`src/rtl/countdown_stopwatch_seven_segment_unit_assert.svh`:
```
// ============================================================================
// Countdown stopwatch assertion macros
// Clocked property wrappers for the stopwatch top level.
// ============================================================================
`ifndef COUNTDOWN_STOPWATCH_SEVEN_SEGMENT_UNIT_ASSERT_SVH
`define COUNTDOWN_STOPWATCH_SEVEN_SEGMENT_UNIT_ASSERT_SVH

// same-cycle implication, checked outside reset
`define CDSW_ASSERT_NOW(label, ante, cons) \
    label: assert property (@(posedge i_clk) disable iff (!i_rst_n) (ante) |-> (cons)) \
        else $error("stopwatch same-cycle check failed");

// next-cycle implication, checked outside reset
`define CDSW_ASSERT_NEXT(label, ante, cons) \
    label: assert property (@(posedge i_clk) disable iff (!i_rst_n) (ante) |=> (cons)) \
        else $error("stopwatch next-cycle check failed");

`endif

```
`src/rtl/cdsw_pkg.sv`:
```
// ============================================================================
// Countdown stopwatch package
// Request codes, item type, saturation to 99 and seven-segment lookup.
// ============================================================================
package cdsw_pkg;

    localparam int unsigned FieldW   = 7;
    localparam int unsigned ReqW     = 3;
    localparam int unsigned MaskW    = 3;
    localparam int unsigned SegW     = 8;
    localparam int unsigned PairW    = 2 * SegW;

    localparam logic [FieldW-1:0] MaxPair   = 7'd99;
    localparam logic [FieldW-1:0] MaxSecond = 7'd59;
    localparam logic [FieldW-1:0] MinCount  = 7'd0;
    localparam logic [13:0]       DivTenMul = 14'd103;

    localparam logic [MaskW-1:0] MaskMin = 3'b100;
    localparam logic [MaskW-1:0] MaskSec = 3'b010;
    localparam logic [MaskW-1:0] MaskHun = 3'b001;

    typedef enum logic [ReqW-1:0] {
        REQ_TICK     = 3'd0,
        REQ_STOP     = 3'd1,
        REQ_RUN      = 3'd2,
        REQ_DISP_ON  = 3'd3,
        REQ_DISP_OFF = 3'd4,
        REQ_SET      = 3'd5
    } t_req;

    typedef struct packed {
        logic [ReqW-1:0]   req_type;
        logic [MaskW-1:0]  set_mask;
        logic [FieldW-1:0] set_minutes;
        logic [FieldW-1:0] set_seconds;
        logic [FieldW-1:0] set_hundredths;
    } t_item;

    function automatic logic [FieldW-1:0] sat99(input logic [FieldW-1:0] v);
        return (v > MaxPair) ? MaxPair : v;
    endfunction

    function automatic logic [SegW-1:0] seg_lut(input logic [3:0] d);
        logic [SegW-1:0] pat;
        unique case (d)
            4'd0:    pat = 8'b00111111;
            4'd1:    pat = 8'b00000110;
            4'd2:    pat = 8'b01011011;
            4'd3:    pat = 8'b01001111;
            4'd4:    pat = 8'b01100110;
            4'd5:    pat = 8'b01101101;
            4'd6:    pat = 8'b01111101;
            4'd7:    pat = 8'b00000111;
            4'd8:    pat = 8'b01111111;
            4'd9:    pat = 8'b01100111;
            default: pat = 8'b00000000;
        endcase
        return pat;
    endfunction

endpackage

```
`src/rtl/cdsw_seg.sv`:
```
// ============================================================================
// Stopwatch digit-pair encoder
// Split a two-digit value into tens and ones and map both to segments.
// ============================================================================
module cdsw_seg (
    input  logic [cdsw_pkg::FieldW-1:0] i_value,
    output logic [cdsw_pkg::PairW-1:0]  o_pattern
);

    logic [cdsw_pkg::FieldW-1:0] value_sat;
    logic [13:0]                 prod;
    logic [3:0]                  tens;
    logic [3:0]                  ones;

    always_comb begin
        value_sat = cdsw_pkg::sat99(i_value);
        // divide by ten via reciprocal, exact below 179
        prod      = 14'(value_sat) * cdsw_pkg::DivTenMul;
        tens      = prod[13:10];
        ones      = 4'(value_sat - 7'(tens) * 7'd10);
        o_pattern = {cdsw_pkg::seg_lut(tens), cdsw_pkg::seg_lut(ones)};
    end

endmodule

```
`src/rtl/cdsw_in_reg.sv`:
```
// ============================================================================
// Stopwatch input register
// Capture one request transfer and hold it until the core takes it.
// ============================================================================
module cdsw_in_reg (
    input  logic                        i_clk,
    input  logic                        i_rst_n,
    input  logic                        i_valid,
    output logic                        o_stall,
    input  logic [cdsw_pkg::ReqW-1:0]   i_req_type,
    input  logic [cdsw_pkg::MaskW-1:0]  i_set_mask,
    input  logic [cdsw_pkg::FieldW-1:0] i_set_minutes,
    input  logic [cdsw_pkg::FieldW-1:0] i_set_seconds,
    input  logic [cdsw_pkg::FieldW-1:0] i_set_hundredths,
    input  logic                        i_advance,
    output logic                        o_item_valid,
    output cdsw_pkg::t_item             o_item
);

    logic            r_valid;
    logic            n_valid;
    cdsw_pkg::t_item r_item;
    logic            load;

    always_comb begin
        o_stall = r_valid && !i_advance;
        load    = i_valid && !o_stall;
        n_valid = load || (r_valid && !i_advance);
    end

    always_ff @(posedge i_clk) begin
        if (!i_rst_n) begin
            r_valid <= 1'b0;
        end else begin
            r_valid <= n_valid;
        end
    end

    always_ff @(posedge i_clk) begin
        if (load) begin
            r_item <= '{req_type:       i_req_type,
                        set_mask:       i_set_mask,
                        set_minutes:    i_set_minutes,
                        set_seconds:    i_set_seconds,
                        set_hundredths: i_set_hundredths};
        end
    end

    assign o_item_valid = r_valid;
    assign o_item       = r_item;

endmodule

```
`src/rtl/cdsw_core.sv`:
```
// ============================================================================
// Stopwatch core
// Apply one request to the time, run and display state; hold the result.
// ============================================================================
module cdsw_core (
    input  logic                        i_clk,
    input  logic                        i_rst_n,
    input  logic                        i_item_valid,
    input  cdsw_pkg::t_item             i_item,
    output logic                        o_advance,
    output logic                        o_valid,
    input  logic                        i_stall,
    output logic [31:0]                 o_hex_low,
    output logic [15:0]                 o_hex_high,
    output logic [cdsw_pkg::FieldW-1:0] o_minutes_now,
    output logic [cdsw_pkg::FieldW-1:0] o_seconds_now,
    output logic [cdsw_pkg::FieldW-1:0] o_hundredths_now,
    output logic                        o_is_running,
    output logic                        o_reached_zero
);

    logic [cdsw_pkg::FieldW-1:0] r_min, r_sec, r_hun;
    logic [cdsw_pkg::FieldW-1:0] n_min, n_sec, n_hun;
    logic                        r_run, n_run;
    logic                        r_disp, n_disp;
    logic [47:0]                 r_latch, n_latch;
    logic                        r_out_valid, n_out_valid;

    logic                        load;
    logic                        was_zero;
    logic                        now_zero;
    logic                        refresh;
    logic                        clear;
    logic [cdsw_pkg::PairW-1:0]  pat_min, pat_sec, pat_hun;

    assign o_advance = !r_out_valid || !i_stall;
    assign load      = i_item_valid && o_advance;
    assign was_zero  = (r_min == cdsw_pkg::MinCount) && (r_sec == cdsw_pkg::MinCount)
                    && (r_hun == cdsw_pkg::MinCount);

    always_comb begin
        n_min   = r_min;
        n_sec   = r_sec;
        n_hun   = r_hun;
        n_run   = r_run;
        n_disp  = r_disp;
        refresh = 1'b0;
        clear   = 1'b0;
        unique case (cdsw_pkg::t_req'(i_item.req_type))
            cdsw_pkg::REQ_TICK: begin
                if (r_run) begin
                    if (r_hun != cdsw_pkg::MinCount) begin
                        n_hun = r_hun - 7'd1;
                    end else if (r_sec != cdsw_pkg::MinCount) begin
                        n_sec = r_sec - 7'd1;
                        n_hun = cdsw_pkg::MaxPair;
                    end else if (r_min != cdsw_pkg::MinCount) begin
                        n_min = r_min - 7'd1;
                        n_sec = cdsw_pkg::MaxSecond;
                        n_hun = cdsw_pkg::MaxPair;
                    end
                    refresh = r_disp;
                end
            end
            cdsw_pkg::REQ_STOP: begin
                n_run = 1'b0;
            end
            cdsw_pkg::REQ_RUN: begin
                n_run = 1'b1;
            end
            cdsw_pkg::REQ_DISP_ON: begin
                n_disp  = 1'b1;
                refresh = !r_run || was_zero;
            end
            cdsw_pkg::REQ_DISP_OFF: begin
                n_disp = 1'b0;
                clear  = 1'b1;
            end
            cdsw_pkg::REQ_SET: begin
                if ((i_item.set_mask & cdsw_pkg::MaskMin) != '0) begin
                    n_min = cdsw_pkg::sat99(i_item.set_minutes);
                end
                if ((i_item.set_mask & cdsw_pkg::MaskSec) != '0) begin
                    n_sec = cdsw_pkg::sat99(i_item.set_seconds);
                end
                if ((i_item.set_mask & cdsw_pkg::MaskHun) != '0) begin
                    n_hun = cdsw_pkg::sat99(i_item.set_hundredths);
                end
                refresh = !r_run || was_zero;
            end
            default: begin
            end
        endcase
        now_zero = (n_min == cdsw_pkg::MinCount) && (n_sec == cdsw_pkg::MinCount)
                && (n_hun == cdsw_pkg::MinCount);
        // stop on reaching zero; restart when a set leaves zero
        if ((i_item.req_type == cdsw_pkg::REQ_TICK) && r_run && now_zero) begin
            n_run = 1'b0;
        end
        if ((i_item.req_type == cdsw_pkg::REQ_SET) && was_zero && !now_zero) begin
            n_run = 1'b1;
        end
    end

    cdsw_seg u_seg_min (.i_value(n_min), .o_pattern(pat_min));
    cdsw_seg u_seg_sec (.i_value(n_sec), .o_pattern(pat_sec));
    cdsw_seg u_seg_hun (.i_value(n_hun), .o_pattern(pat_hun));

    always_comb begin
        priority if (clear) begin
            n_latch = '0;
        end else if (refresh) begin
            n_latch = {pat_min, pat_sec, pat_hun};
        end else begin
            n_latch = r_latch;
        end
        n_out_valid = o_advance ? i_item_valid : r_out_valid;
    end

    always_ff @(posedge i_clk) begin
        if (!i_rst_n) begin
            r_min       <= cdsw_pkg::MaxSecond;
            r_sec       <= cdsw_pkg::MaxSecond;
            r_hun       <= cdsw_pkg::MaxPair;
            r_run       <= 1'b1;
            r_disp      <= 1'b0;
            r_latch     <= '0;
            r_out_valid <= 1'b0;
        end else begin
            r_out_valid <= n_out_valid;
            if (load) begin
                r_min   <= n_min;
                r_sec   <= n_sec;
                r_hun   <= n_hun;
                r_run   <= n_run;
                r_disp  <= n_disp;
                r_latch <= n_latch;
            end
        end
    end

    assign o_valid          = r_out_valid;
    assign o_hex_low        = r_latch[31:0];
    assign o_hex_high       = r_latch[47:32];
    assign o_minutes_now    = r_min;
    assign o_seconds_now    = r_sec;
    assign o_hundredths_now = r_hun;
    assign o_is_running     = r_run;
    assign o_reached_zero   = was_zero;

endmodule

```
`src/rtl/countdown_stopwatch_seven_segment_unit.sv`:
```
// A request passes the input register, then the state register, before its result is valid.
// Throughput: 1 request per cycle when not stalled; time, run, display update once per transfer.
// The state register doubles as the result register and holds while the output is stalled.
// Reset (synchronous, active low): time 59:59.99, running, display off, all segments off.
// ============================================================================
// Countdown stopwatch with seven-segment output
// Top level: input register, stopwatch core and result handshake.
// ============================================================================
`include "countdown_stopwatch_seven_segment_unit_assert.svh"

module countdown_stopwatch_seven_segment_unit (
    input  logic                        i_clk,
    input  logic                        i_rst_n,
    input  logic                        i_valid,
    output logic                        o_stall,
    input  logic [cdsw_pkg::ReqW-1:0]   i_req_type,
    input  logic [cdsw_pkg::MaskW-1:0]  i_set_mask,
    input  logic [cdsw_pkg::FieldW-1:0] i_set_minutes,
    input  logic [cdsw_pkg::FieldW-1:0] i_set_seconds,
    input  logic [cdsw_pkg::FieldW-1:0] i_set_hundredths,
    output logic                        o_valid,
    input  logic                        i_stall,
    output logic [31:0]                 o_hex_low,
    output logic [15:0]                 o_hex_high,
    output logic [cdsw_pkg::FieldW-1:0] o_minutes_now,
    output logic [cdsw_pkg::FieldW-1:0] o_seconds_now,
    output logic [cdsw_pkg::FieldW-1:0] o_hundredths_now,
    output logic                        o_is_running,
    output logic                        o_reached_zero
);

    logic            item_valid;
    cdsw_pkg::t_item item;
    logic            advance;
    logic            fields_in_range;
    logic            seg_spare_clear;

    cdsw_in_reg u_in_reg (
        .i_clk            (i_clk),
        .i_rst_n          (i_rst_n),
        .i_valid          (i_valid),
        .o_stall          (o_stall),
        .i_req_type       (i_req_type),
        .i_set_mask       (i_set_mask),
        .i_set_minutes    (i_set_minutes),
        .i_set_seconds    (i_set_seconds),
        .i_set_hundredths (i_set_hundredths),
        .i_advance        (advance),
        .o_item_valid     (item_valid),
        .o_item           (item)
    );

    cdsw_core u_core (
        .i_clk            (i_clk),
        .i_rst_n          (i_rst_n),
        .i_item_valid     (item_valid),
        .i_item           (item),
        .o_advance        (advance),
        .o_valid          (o_valid),
        .i_stall          (i_stall),
        .o_hex_low        (o_hex_low),
        .o_hex_high       (o_hex_high),
        .o_minutes_now    (o_minutes_now),
        .o_seconds_now    (o_seconds_now),
        .o_hundredths_now (o_hundredths_now),
        .o_is_running     (o_is_running),
        .o_reached_zero   (o_reached_zero)
    );

    assign fields_in_range = (o_minutes_now <= cdsw_pkg::MaxPair)
                          && (o_seconds_now <= cdsw_pkg::MaxPair)
                          && (o_hundredths_now <= cdsw_pkg::MaxPair);
    assign seg_spare_clear = !o_hex_low[7] && !o_hex_low[15] && !o_hex_low[23]
                          && !o_hex_low[31] && !o_hex_high[7] && !o_hex_high[15];

    `CDSW_ASSERT_NOW(a_stall_needs_item, o_stall, item_valid && o_valid && i_stall)
    `CDSW_ASSERT_NOW(a_fields_in_range, 1'b1, fields_in_range)
    `CDSW_ASSERT_NOW(a_seg_msb_clear, 1'b1, seg_spare_clear)
    `CDSW_ASSERT_NEXT(a_held_item_kept, item_valid && o_valid && i_stall, item_valid)

endmodule
```
`config.mk`:
```
export PLATFORM = sky130hd
export DESIGN_NAME = countdown_stopwatch_seven_segment_unit
export DESIGN_NICKNAME = d
export VERILOG_FILES = /design/src/rtl/cdsw_pkg.sv /design/src/rtl/cdsw_seg.sv /design/src/rtl/cdsw_in_reg.sv /design/src/rtl/cdsw_core.sv /design/src/rtl/countdown_stopwatch_seven_segment_unit.sv
export VERILOG_INCLUDE_DIRS = /design/src /design/src/rtl
export SDC_FILE = /design/constraint.sdc
export NUM_CORES = 1
export LEC_CHECK = 0
export BUFFER_PORTS_ARGS = -buffer_cell sky130_fd_sc_hd__buf_4
export CAP_MARGIN = 20
export CORE_ASPECT_RATIO = 1.25
export CORE_MARGIN = 2
export CORE_UTILIZATION = 45
export CTS_CLUSTER_DIAMETER = 200
export DETAILED_ROUTE_END_ITERATION = 6
export PLACE_DENSITY = 0.68
export SETUP_SLACK_MARGIN = 0.02
export SYNTH_ARGS = -nofsm -noshare
export SYNTH_HDL_FRONTEND = slang
export SYNTH_SLANG_ARGS = --single-unit
```
`constraint.sdc`:
```
create_clock -name i_clk -period 20.6 [get_ports i_clk]
set_clock_uncertainty 0.1 [all_clocks]
set_input_delay 4.12 -clock i_clk [delete_from_list [all_inputs] [get_ports i_clk]]
set_output_delay 4.12 -clock i_clk [all_outputs]
set_load 0.01 [all_outputs]
```
**Word level (Yosys, flattened, before mapping)**

Memory sizes are Yosys's and may differ from the RTL's.
Index checks and enable logic that the tools add are counted.

- Bits in read-only memories: 672
- Output and inout bits: 73
- Bits in registers: 100
- Input port bits: 31
- Memories: 6

- $lt $le $gt $ge: 6
- Multipliers: 6
- Reductions and logical operators: 37
- Muxes and demuxes: 33
- $add $sub $neg: 6
- Equal/unequal tests: 5

Memories:

| memory | words | width | rd ports | clocked after Yosys merged registers in | write ports | RTL line | RTL |
|---|---|---|---|---|---|---|---|
| (no name shown) | 16 | 7 | 1 | 0 | 0 | cdsw_pkg.sv:45 | `unique case (d)` |
| (no name shown) | 16 | 7 | 1 | 0 | 0 | cdsw_pkg.sv:45 |  |
| (no name shown) | 16 | 7 | 1 | 0 | 0 | cdsw_pkg.sv:45 |  |
| (no name shown) | 16 | 7 | 1 | 0 | 0 | cdsw_pkg.sv:45 |  |
| (no name shown) | 16 | 7 | 1 | 0 | 0 | cdsw_pkg.sv:45 |  |
| (no name shown) | 16 | 7 | 1 | 0 | 0 | cdsw_pkg.sv:45 |  |

Operators by type and width:

| kind | count |
|---|---|
| $mux W7 | 21 |
| $mux W48 | 2 |
| $gt A7 B7 Y1 const B | 6 |
| $logic_not A7 Y1 | 6 |
| $mul A7 B7 Y14 const B | 3 |
| $pmux W7 S2 | 3 |
| $reduce_bool A7 Y1 | 3 |
| $sub A7 B1 Y7 const B | 3 |
| $mul A4 B3 Y3 const B | 3 |
| $sub A4 B4 Y4 | 3 |
| $logic_and A1 B1 Y1 | 11 |
| $eq A3 B2 Y1 const B | 2 |
| $eq A3 B3 Y1 const B | 2 |
| $logic_not A1 Y1 | 6 |
| $pmux W1 S2 | 3 |
| $reduce_and A2 Y1 | 3 |
| $mux W1 | 4 |
| $reduce_bool A2 Y1 | 2 |
| $reduce_bool A4 Y1 | 1 |
| $eq A3 B1 Y1 const B | 1 |
| $logic_not A3 Y1 | 1 |
| $logic_or A1 B1 Y1 | 3 |
| $reduce_or A2 Y1 | 1 |

**Logic depth before layout (Yosys ltp)**

Gate-level depths: netlist of run 1.
An unclocked memory read counts as a cell.

- Word-level depth: 14
- Gate-level depth with buffers: 35
- Gate-level depth less buffers: 33

**Modules after synthesis**

A second synthesis of run 1 with hierarchy kept.

- Cells, all modules: 1,180
- Area, all modules: 10,098.4 um^2

Modules (own cells, without submodules):

| module | instances | cells an instance | area each (um^2) |
|---|---|---|---|
| cdsw_core | 1 | 552 | 4,321.6 |
| cdsw_seg (u_core.u_seg_sec) | 1 | 210 | 1,660.3 |
| cdsw_seg (u_core.u_seg_min) | 1 | 194 | 1,657.8 |
| cdsw_seg (u_core.u_seg_hun) | 1 | 193 | 1,600.3 |
| cdsw_in_reg | 1 | 31 | 858.3 |

**Worst setup path before layout of run 1**

No wires, ideal clock.

- Kind: input to output
- Start: input i_stall
- End: output o_stall
- Buffers on the path: 0
- Cell stages on the path: 1
- Setup slack: 12,041 ps
- Arrival: 4,339 ps
- Cells stage by stage: and3_1

- Word-level cells in the longest chain between the ends: 4

RTL lines:

| item | RTL line | RTL |
|---|---|---|
| start: declaration | countdown_stopwatch_seven_segment_unit.sv:22 | `input logic i_stall,` |
| $logic_not A1 Y1 | cdsw_core.sv:36 | `assign o_advance = !r_out_valid \|\| !i_stall;` |
| $logic_or A1 B1 Y1 | cdsw_core.sv:36 |  |
| $logic_not A1 Y1 | cdsw_in_reg.sv:26 | `o_stall = r_valid && !i_advance;` |
| $logic_and A1 B1 Y1 | cdsw_in_reg.sv:26 |  |
| end: declaration | countdown_stopwatch_seven_segment_unit.sv:15 | `output logic o_stall,` |

No other way between the ends.

**Worst setup path after layout of run 1**

- Start: register u_core.r_sec, in the netlist u_core.o_seconds_now[1]
- End: register u_core.r_latch[37]

- Word-level cells in the longest chain between the ends: 13

RTL lines:

| item | RTL line | RTL |
|---|---|---|
| start: declaration | cdsw_core.sv:22 | `logic [cdsw_pkg::FieldW-1:0] r_min, r_sec, r_hun;` |
| start signal: assignment | cdsw_core.sv:123 | `r_sec <= cdsw_pkg::MaxSecond;` |
| start signal: assignment | cdsw_core.sv:133 | `r_sec <= n_sec;` |
| $reduce_bool A7 Y1 | cdsw_core.sv:54 | `end else if (r_sec != cdsw_pkg::MinCount) begin` |
| $mux W7 | cdsw_core.sv:54 |  |
| $mux W7 | cdsw_core.sv:52 | `if (r_hun != cdsw_pkg::MinCount) begin` |
| $mux W7 | cdsw_core.sv:51 | `if (r_run) begin` |
| $pmux W7 S2 | cdsw_core.sv:49 | `unique case (cdsw_pkg::t_req'(i_item.req_type))` |
| $gt A7 B7 Y1 | cdsw_pkg.sv:40 | `return (v > MaxPair) ? MaxPair : v;` |
| $mux W7 | cdsw_pkg.sv:40 |  |
| $mul A7 B7 Y14 | cdsw_seg.sv:18 | `prod = 14'(value_sat) * cdsw_pkg::DivTenMul;` |
| $mul A4 B3 Y3 | cdsw_seg.sv:20 | `ones = 4'(value_sat - 7'(tens) * 7'd10);` |
| $sub A4 B4 Y4 | cdsw_seg.sv:20 |  |
| $mem_v2 Z16 W7 | -- |  |
| $mux W48 | cdsw_core.sv:112 | `end else if (refresh) begin` |
| $mux W48 | cdsw_core.sv:110 | `priority if (clear) begin` |
| end signal: assignment | cdsw_core.sv:137 | `r_latch <= n_latch;` |
| end: declaration | cdsw_core.sv:26 | `logic [47:0] r_latch, n_latch;` |

Parallel ways exist; a longest one is shown, timed or not. The select of a mux whose other input is x is not followed.
A chain may end at the register's enable or synchronous reset.

==> results.sh, run 1 <==
export IMPL_slew_violations=0
export IMPL_firstDrtPassIters=5
export IMPL_power_w=0.00131
export IMPL_die_area_mm2=0.0196
export IMPL_max_cap_violations=0
export IMPL_wirelength_mm=22.0
export IMPL_ys_ff_latch=94
export IMPL_grt_ovfl_total=0
export IMPL_postSynthCellCount=923
export IMPL_htreeDepth=3
export IMPL_drt_iter0_drc=615
export IMPL_hp_class="reg2reg"
export IMPL_ys_seq_area_share_pct=25.9
export IMPL_cts_path_max_buffers=2
export IMPL_fillers=1693
export IMPL_numCtsBuffers=9
export IMPL_synth_top_area_share_pct=21.4
export IMPL_viasPerCell=5.87
export IMPL_cts_clk_slew_worst_paths_ns=0.08
export IMPL_gp_congestion=0.988
export IMPL_cellLeakagePower_nw=4.49
export IMPL_yosys_area_top_type="ha_1"
export IMPL_cts_hold_fix_buffers=0
export IMPL_hpwl_mm=17.4
export IMPL_power_density_mw_per_mm2=137
export IMPL_finalInstanceArea_mm2=0.00957
export IMPL_rsz0062_at_grt="no"
export IMPL_multi_input_area_mm2=0.00575
export IMPL_placed_area_mm2=0.00925
export IMPL_final_setup_viol_count=0
export IMPL_synth_area_leaders="ha_1 21%, dfxtp_1 16%, edfxtp_1 9.8%, fa_1 6.5%, nand2_1 4.0%"
export IMPL_clock_latency_ns=0.36
export IMPL_period_minus_slack_ns=9.61
export IMPL_drc=0
export IMPL_num_rows=55
export IMPL_yosys_warnings=0
export IMPL_setup_tns_ns=0
export IMPL_crit_path_start_kind="register"
export IMPL_synth_edf_count=27
export IMPL_grt_use_total_pct=22.9
export IMPL_min_from="u_core.r_latch[24]$_SDFFE_PN0P_"
export IMPL_routedWlPerCell_um=17.7
export IMPL_register_area_mm2=0.00215
export IMPL_diodes=0
export IMPL_end_kind="register"
export IMPL_grt_pass1_vias=7241
export IMPL_reg2reg_from="u_core.o_seconds_now[1]$_SDFFE_PN1P_"
export IMPL_critPathSlowestCell="a221oi_1"
export IMPL_fin_crit_sh_pct=46.6
export IMPL_syn_to_final_growth_pct=15.3
export IMPL_coreArea_mm2=0.0181
export IMPL_tightest_slew_ns=1.18
export IMPL_postSynth_asyncResetShare_pct=0
export IMPL_critPathArrivalTime_ns=9.74
export IMPL_grt_start_max_net_pins=35
export IMPL_initial_core_util_pct=45.9
export IMPL_ir_worst_vdd_v=0.0000966
export IMPL_io_pins=104
export IMPL_avgSynthCellArea_um2=8.99
export IMPL_ant_nets=0
export IMPL_slowest_delay_ns=0.70
export IMPL_critPathMaxFanout=11
export IMPL_post_route_util_pct=52.9
export IMPL_critPathKind="reg2reg"
export IMPL_chipWidth_um=125
export IMPL_synth_area_mm2=0.00830
export IMPL_final_nets=1209
export IMPL_clock_sinks=94
export IMPL_post_cts_resized=0
export IMPL_portBuffers=97
export IMPL_cts_root_buffer="clkbuf_16"
export IMPL_startpoint="u_core.o_seconds_now[1]$_SDFFE_PN1P_"
export IMPL_die_y_um=156
export IMPL_max_freq_ghz=0.104
export IMPL_vias=7285
export IMPL_relSlewSlack_pct=20.7
export IMPL_drive_gt1_share_pct=14.5
export IMPL_cp_required_ns=20.73
export IMPL_yosysUniqueCellTypes=74
export IMPL_postCtsSetupBuffers=0
export IMPL_grt_pass1_wl_mm=36.3
export IMPL_hold_viol=0
export IMPL_cts_tree="done"
export IMPL_status="finished, final reports clean"
export IMPL_synthFlopType="dfxtp_1"
export IMPL_antenna_found_initial=0
## state kept, by name, indices dropped and copies added, names as in the netlist
register and count:
u_core.o_hundredths_now 7, u_core.o_is_running 1, u_core.o_minutes_now 7, u_core.o_seconds_now 7
u_core.o_valid 1, u_core.r_disp 1, u_core.r_latch 42, u_in_reg.o_item 27
u_in_reg.o_item_valid 1
## logic make-up after synthesis
logic type               after synthesis  synth area share, %
AO/OA/AOI/OAI                        222                 18.2
XOR/XNOR                              28                 3.54
adder cells (fa/ha/maj)              169                 27.9
buffers and inverters                104                 5.08
flip-flops                            94                 25.9
multiplexers                          14                 1.72
other                                  1               0.0452
AND/OR/NAND/NOR                      291                 17.6
## layout by cell type, fill, tap and decap left out, types with 11 or more instances in the layout
cell type / Yosys / layout
nor2_1: 67 / 67
o21ai_0: 48 / 48
edfxtp_1: 27 / 27
a211oi_1: 11 / 11
mux2i_1: 12 / 12
ha_1: 142 / 142
inv_1: 66 / 66
and2_1: 18 / 18
fa_1: 27 / 27
xnor2_1: 14 / 14
nand3_1: 21 / 21
a31oi_1: 11 / 11
a21oi_1: 41 / 41
nand2_1: 88 / 88
o211ai_1: 22 / 22
and3_1: 11 / 11
dfxtp_1: 67 / 67
buf_4: 6 / 108
nor3_1: 20 / 20
## per-stage QoR
step / instances / hold slack, ns / worst slack [ns]
final: 1242 / 0.361 / 10.99
after global routing: 1242 / 0.387 / 10.22
after CTS: 1242 / 0.366 / 11.04
after detailed placement: 1226 / 0.348 / 11.05
after global placement: 1226 / 0.338 / 11.14
after floorplan: 928 / 0.346 / 12.04
## metal layers
layer / track usage, % / part of all wire [%] / wire length, um
met5: 0 / 0 / 0
met4: 10.2 / 3.7 / 808
met3: 3.29 / 5.2 / 1130
met2: 40.1 / 49 / 10900
met1: 27.8 / 42 / 9170
## where the power goes
group	switching [W]	internal, W
Clock	0.0000820	0.000103
Sequential	0.0000136	0.000205
Combinational	0.000532	0.000371
Total	0.000628	0.000680
## worst max-delay path: cells and delay by family (launching register included)
| kind | cells | cell delay (ns) |
|---|---|---|
| buf+inv | 5 | 0.56 |
| mux | 1 | 0.25 |
| compound gates | 6 | 1.97 |
| flops | 1 | 0.34 |
| simple gates | 8 | 2.26 |
| fa+ha+maj | 8 | 2.64 |
| xor+xnor | 4 | 1.35 |
## final timing paths
path | endpoint | slack (ns) | cells past startpoint
worst max register to register | u_core.r_latch[37]$_SDFFE_PN0P_ | 10.99 | 32
worst min register to register | u_core.r_latch[24]$_SDFFE_PN0P_ | 0.36 | 2
worst min-delay path | u_core.r_latch[24]$_SDFFE_PN0P_ | 0.36 | 2
worst max-delay path | u_core.r_latch[37]$_SDFFE_PN0P_ | 10.99 | 32
## cell usage after synthesis (14+ instances only)
| cell type | number |
|---|---|
| fa_1 | 27 |
| xnor2_1 | 14 |
| nor3_1 | 20 |
| nand2_1 | 88 |
| o211ai_1 | 22 |
| nor2_1 | 67 |
| clkbuf_1 | 30 |
| and2_1 | 18 |
| ha_1 | 142 |
| dfxtp_1 | 67 |
| a21oi_1 | 41 |
| edfxtp_1 | 27 |
| o21ai_0 | 48 |
| inv_1 | 66 |
| nand3_1 | 21 |
## final cells by class
type	instances	area share, %
Timing Repair Buffer	108	8.47
Multi-Input combinational cell	730	60.1
Clock buffer	10	2.62
Inverter	66	2.59
Sequential cell	94	22.5
Tap cell	228	2.98
Clock inverter	6	0.758
Note: power is estimated with default switching activity, not from simulation.
==> run 2, diff against run 1 <==
--- a/config.mk
+++ b/config.mk
@@ -6,6 +6,7 @@
 export SDC_FILE = /design/constraint.sdc
 export NUM_CORES = 1
 export LEC_CHECK = 0
+export ABC_AREA = 1
 export BUFFER_PORTS_ARGS = -buffer_cell sky130_fd_sc_hd__buf_4
 export CAP_MARGIN = 20
 export CORE_ASPECT_RATIO = 1.25
==> constraint.sdc (replaced) <==
create_clock -name i_clk -period 9.4 [get_ports i_clk]
set_clock_uncertainty 0.1 [all_clocks]
set_input_delay 1.88 -clock i_clk [delete_from_list [all_inputs] [get_ports i_clk]]
set_output_delay 1.88 -clock i_clk [all_outputs]
set_load 0.01 [all_outputs]
==> run 2 against run 1 <==
  * The flow now finishes with violations (DRC)
  * First-iteration DRC count fell by 9.4%
  * Synthesized cell count up 23%
  * Global-route usage decreased by 1.1 points
  * Final area rose by 5.7%
  * Routed wire length is 1.1% higher
  * Clock-buffer cell count grew 2
  * Power rose by 150%
  * Combinational power rose to 2.7 times the previous value
  * Largest cell class unchanged
  * Highest routed layer unchanged
==> results.sh, run 2 <==
export IMPL_startpoint="u_in_reg.o_item[24]$_DFFE_PP_"
export IMPL_cellLeakagePower_nw=5.03
export IMPL_viasPerCell=5.27
export IMPL_num_rows=57
export IMPL_rrSetupSlack_ns=1.81
export IMPL_critPathArrivalTime_ns=7.77
export IMPL_p_comb_share_pct=73.4
export IMPL_largest_register_ffs=42
export IMPL_period_minus_slack_ns=7.59
export IMPL_timing_final_ws_setup_ns=1.81
export IMPL_synth_area_mm2=0.00882
export IMPL_initial_core_util_pct=45.6
export IMPL_die_y_um=160
export IMPL_gp_congestion=0.905
export IMPL_hold_path_end="u_core.r_latch[13]$_SDFFE_PN0P_"
export IMPL_grt_use_total_pct=21.8
export IMPL_yosysMostFrequentCell="nand2_1"
export IMPL_avgSynthCellArea_um2=7.75
export IMPL_ys_seq_area_share_pct=24.4
export IMPL_clock_sinks=94
export IMPL_grt_pass1_vias=7561
export IMPL_whs_path_depth=2
export IMPL_timing_hold_ws_ns=0.364
export IMPL_grt_ovfl_total=0
export IMPL_ir_worst_vdd_v=0.000219
export IMPL_yosys_area_top_type="ha_1"
export IMPL_cts_path_max_buffers=2
export IMPL_drive_gt1_share_pct=15.8
export IMPL_post_route_util_pct=52.3
export IMPL_synth_edf_count=27
export IMPL_final_common_cell="nand2_1"
export IMPL_clock_latency_ns=0.36
export IMPL_yosys_warnings=0
export IMPL_layout_common_cells="216 x nand2_1, 147 x inv_1, 142 x ha_1"
export IMPL_cp_required_ns=9.59
export IMPL_tightest_slew_ns=0.978
export IMPL_swShare_pct=52.9
export IMPL_final_setup_viol_count=0
export IMPL_drc=1
export IMPL_max_freq_ghz=0.132
export IMPL_pre_cts_slack_ns=1.80
export IMPL_critPathKind="reg2reg"
export IMPL_hp_class="reg2reg"
export IMPL_portBuffers=97
export IMPL_antenna_found_initial=0
export IMPL_hold_viol=0
export IMPL_slew_violations=0
export IMPL_vias=7885
export IMPL_min_from="u_core.r_latch[13]$_SDFFE_PN0P_"
export IMPL_routedWlPerCell_um=14.9
export IMPL_diodes=0
export IMPL_power_density_mw_per_mm2=323
export IMPL_yosysUniqueCellTypes=54
export IMPL_io_pins=104
export IMPL_grt_pass1_wl_mm=36.5
export IMPL_end_kind="register"
export IMPL_htreeDepth=3
export IMPL_critPathMaxFanout=13
export IMPL_die_area_mm2=0.0207
export IMPL_slowest_delay_ns=0.63
export IMPL_reg2reg_from="u_in_reg.o_item[24]$_DFFE_PP_"
export IMPL_synth_top_area_share_pct=20.2
export IMPL_switchingPower_w=0.00173
export IMPL_pwr_share_seq_pct=14.8
export IMPL_max_cap_violations=0
export IMPL_firstDrtPassIters=7
export IMPL_rsz0062_at_grt="no"
export IMPL_power_w=0.00327
export IMPL_drt_iter0_drc=557
export IMPL_grt_start_max_net_pins=44
export IMPL_violations="DRC"
export IMPL_chipWidth_um=129
export IMPL_internal_power_w=0.00154
export IMPL_post_cts_resized=0
export IMPL_postSynth_asyncResetShare_pct=0
export IMPL_synthFlopType="dfxtp_1"
export IMPL_relSlewSlack_pct=34.6
export IMPL_ant_nets=0
export IMPL_coreArea_mm2=0.0193
export IMPL_hpwl_mm=17.8
export IMPL_crit_top_cell="nand2_1"
export IMPL_setup_tns_ns=0
export IMPL_synth_area_leaders="ha_1 20%, dfxtp_1 15%, edfxtp_1 9.2%, nand2_1 9.2%, inv_1 6.3%"
export IMPL_postSynthCellCount=1138
export IMPL_ys_ff_latch=94
export IMPL_reg2reg_depth=31
export IMPL_syn_to_final_growth_pct=14.7
export IMPL_critPathSlowestCell="fa_1"
export IMPL_wirelength_mm=22.2
export IMPL_cts_hold_fix_buffers=0
export IMPL_status="complete, but fails checks"
export IMPL_cts_clk_slew_worst_paths_ns=0.07
export IMPL_synth_common_cells="216 x nand2_1, 147 x inv_1, 142 x ha_1"
export IMPL_regToRegEndpoint="u_core.r_latch[21]$_SDFFE_PN0P_"
export IMPL_cts_tree="done"
export IMPL_postCtsSetupBuffers=0
export IMPL_crit_path_start_kind="register"
export IMPL_fin_crit_sh_pct=80.7
export IMPL_top_register="u_core.r_latch"
export IMPL_cts_root_buffer="clkbuf_16"
export IMPL_numCtsBuffers=9
export IMPL_p_clk_share_pct=11.7
export IMPL_final_nets=1427
-- run 2: cell count changes after synthesis, moves of 10 or more --
| cell | before | now |
|---|---|---|
| and2_1 | 18 | 0 |
| inv_1 | 66 | 147 |
| nand3_1 | 21 | 78 |
| inv_2 | 0 | 15 |
| clkbuf_1 | 30 | 18 |
| and3_1 | 11 | 0 |
| nand2_1 | 88 | 216 |
| nand2_2 | 0 | 10 |
| o21ai_0 | 48 | 65 |
| a21oi_1 | 41 | 102 |
| nor2_4 | 0 | 10 |
| o211ai_1 | 22 | 10 |
| nor3_1 | 20 | 6 |
| mux2i_1 | 12 | 0 |
-- run 2: final cells by class --
cell class	count	area (um2)
clock buffer	12	279
clock inverter	3	23.8
fill	1882	9220
inverter	165	619
multi-input combinational	855	5920
sequential	94	2150
tap	265	332
timing repair buffer	102	786
-- run 2: logic make-up (layout without fill, tap and decap cells) --
kind of cell    after synthesis  count (layout)  share of synthesized area (%)
simple gates                442             442                           24.7
flops                        94              94                           24.4
other cells                   1               6                         0.0425
fa+ha+maj                   169             169                           26.3
compound gates              217             217                           13.8
buf+inv                     194             282                           8.69
xor+xnor                     21              21                           2.09
-- run 2: power groups by stage --
stage          registers, W  logic (W)  clock network (W)
2_1_floorplan      0.000497    0.00187                  0
3_5_place_dp       0.000493    0.00237                  0
6_report           0.000484    0.00240           0.000384
5_1_grt            0.000488    0.00278           0.000405
4_1_cts            0.000484    0.00240           0.000391
3_3_place_gp       0.000493    0.00235                  0
-- run 2: critical path: cells and delay by family, from the launching register on --
family / cells / cell delay, ns
AND/OR/NAND/NOR: 12 / 2.22
AO/OA/AOI/OAI: 5 / 1.10
buffers and inverters: 7 / 0.91
flip-flops: 1 / 0.46
adder cells (fa/ha/maj): 7 / 2.73
-- run 2: how the worst max path moves through the flow --
stage / to / cells after the start
after detailed placement: u_core.r_latch[17]$_SDFFE_PN0P_ / 32
after global placement: u_core.r_latch[21]$_SDFFE_PN0P_ / 30
after floorplan: u_core.r_latch[6]$_SDFFE_PN0P_ / 38
after global routing: u_core.r_latch[21]$_SDFFE_PN0P_ / 31
final: u_core.r_latch[21]$_SDFFE_PN0P_ / 31
after CTS: u_core.r_latch[17]$_SDFFE_PN0P_ / 31
-- run 2: stage by stage --
| step | cells | cell area (um2) |
|---|---|---|
| floorplan | 1143 | 8830 |
| global placement | 1480 | 9780 |
| detailed placement | 1481 | 9810 |
| CTS | 1496 | 10100 |
| global route | 1496 | 10100 |
| finish | 1496 | 10100 |
-- run 2: per-layer routing --
metal  wire (um)  global-route usage (%)  vias up  part of all wire [%]
li1            -                       -     3964                     -
met1        9960                    28.6     3665                    45
met2       10600                    36.7      226                    48
met3        1150                    3.06       30                   5.2
met4         503                    7.11        0                   2.3
met5           0                       0        -                     0
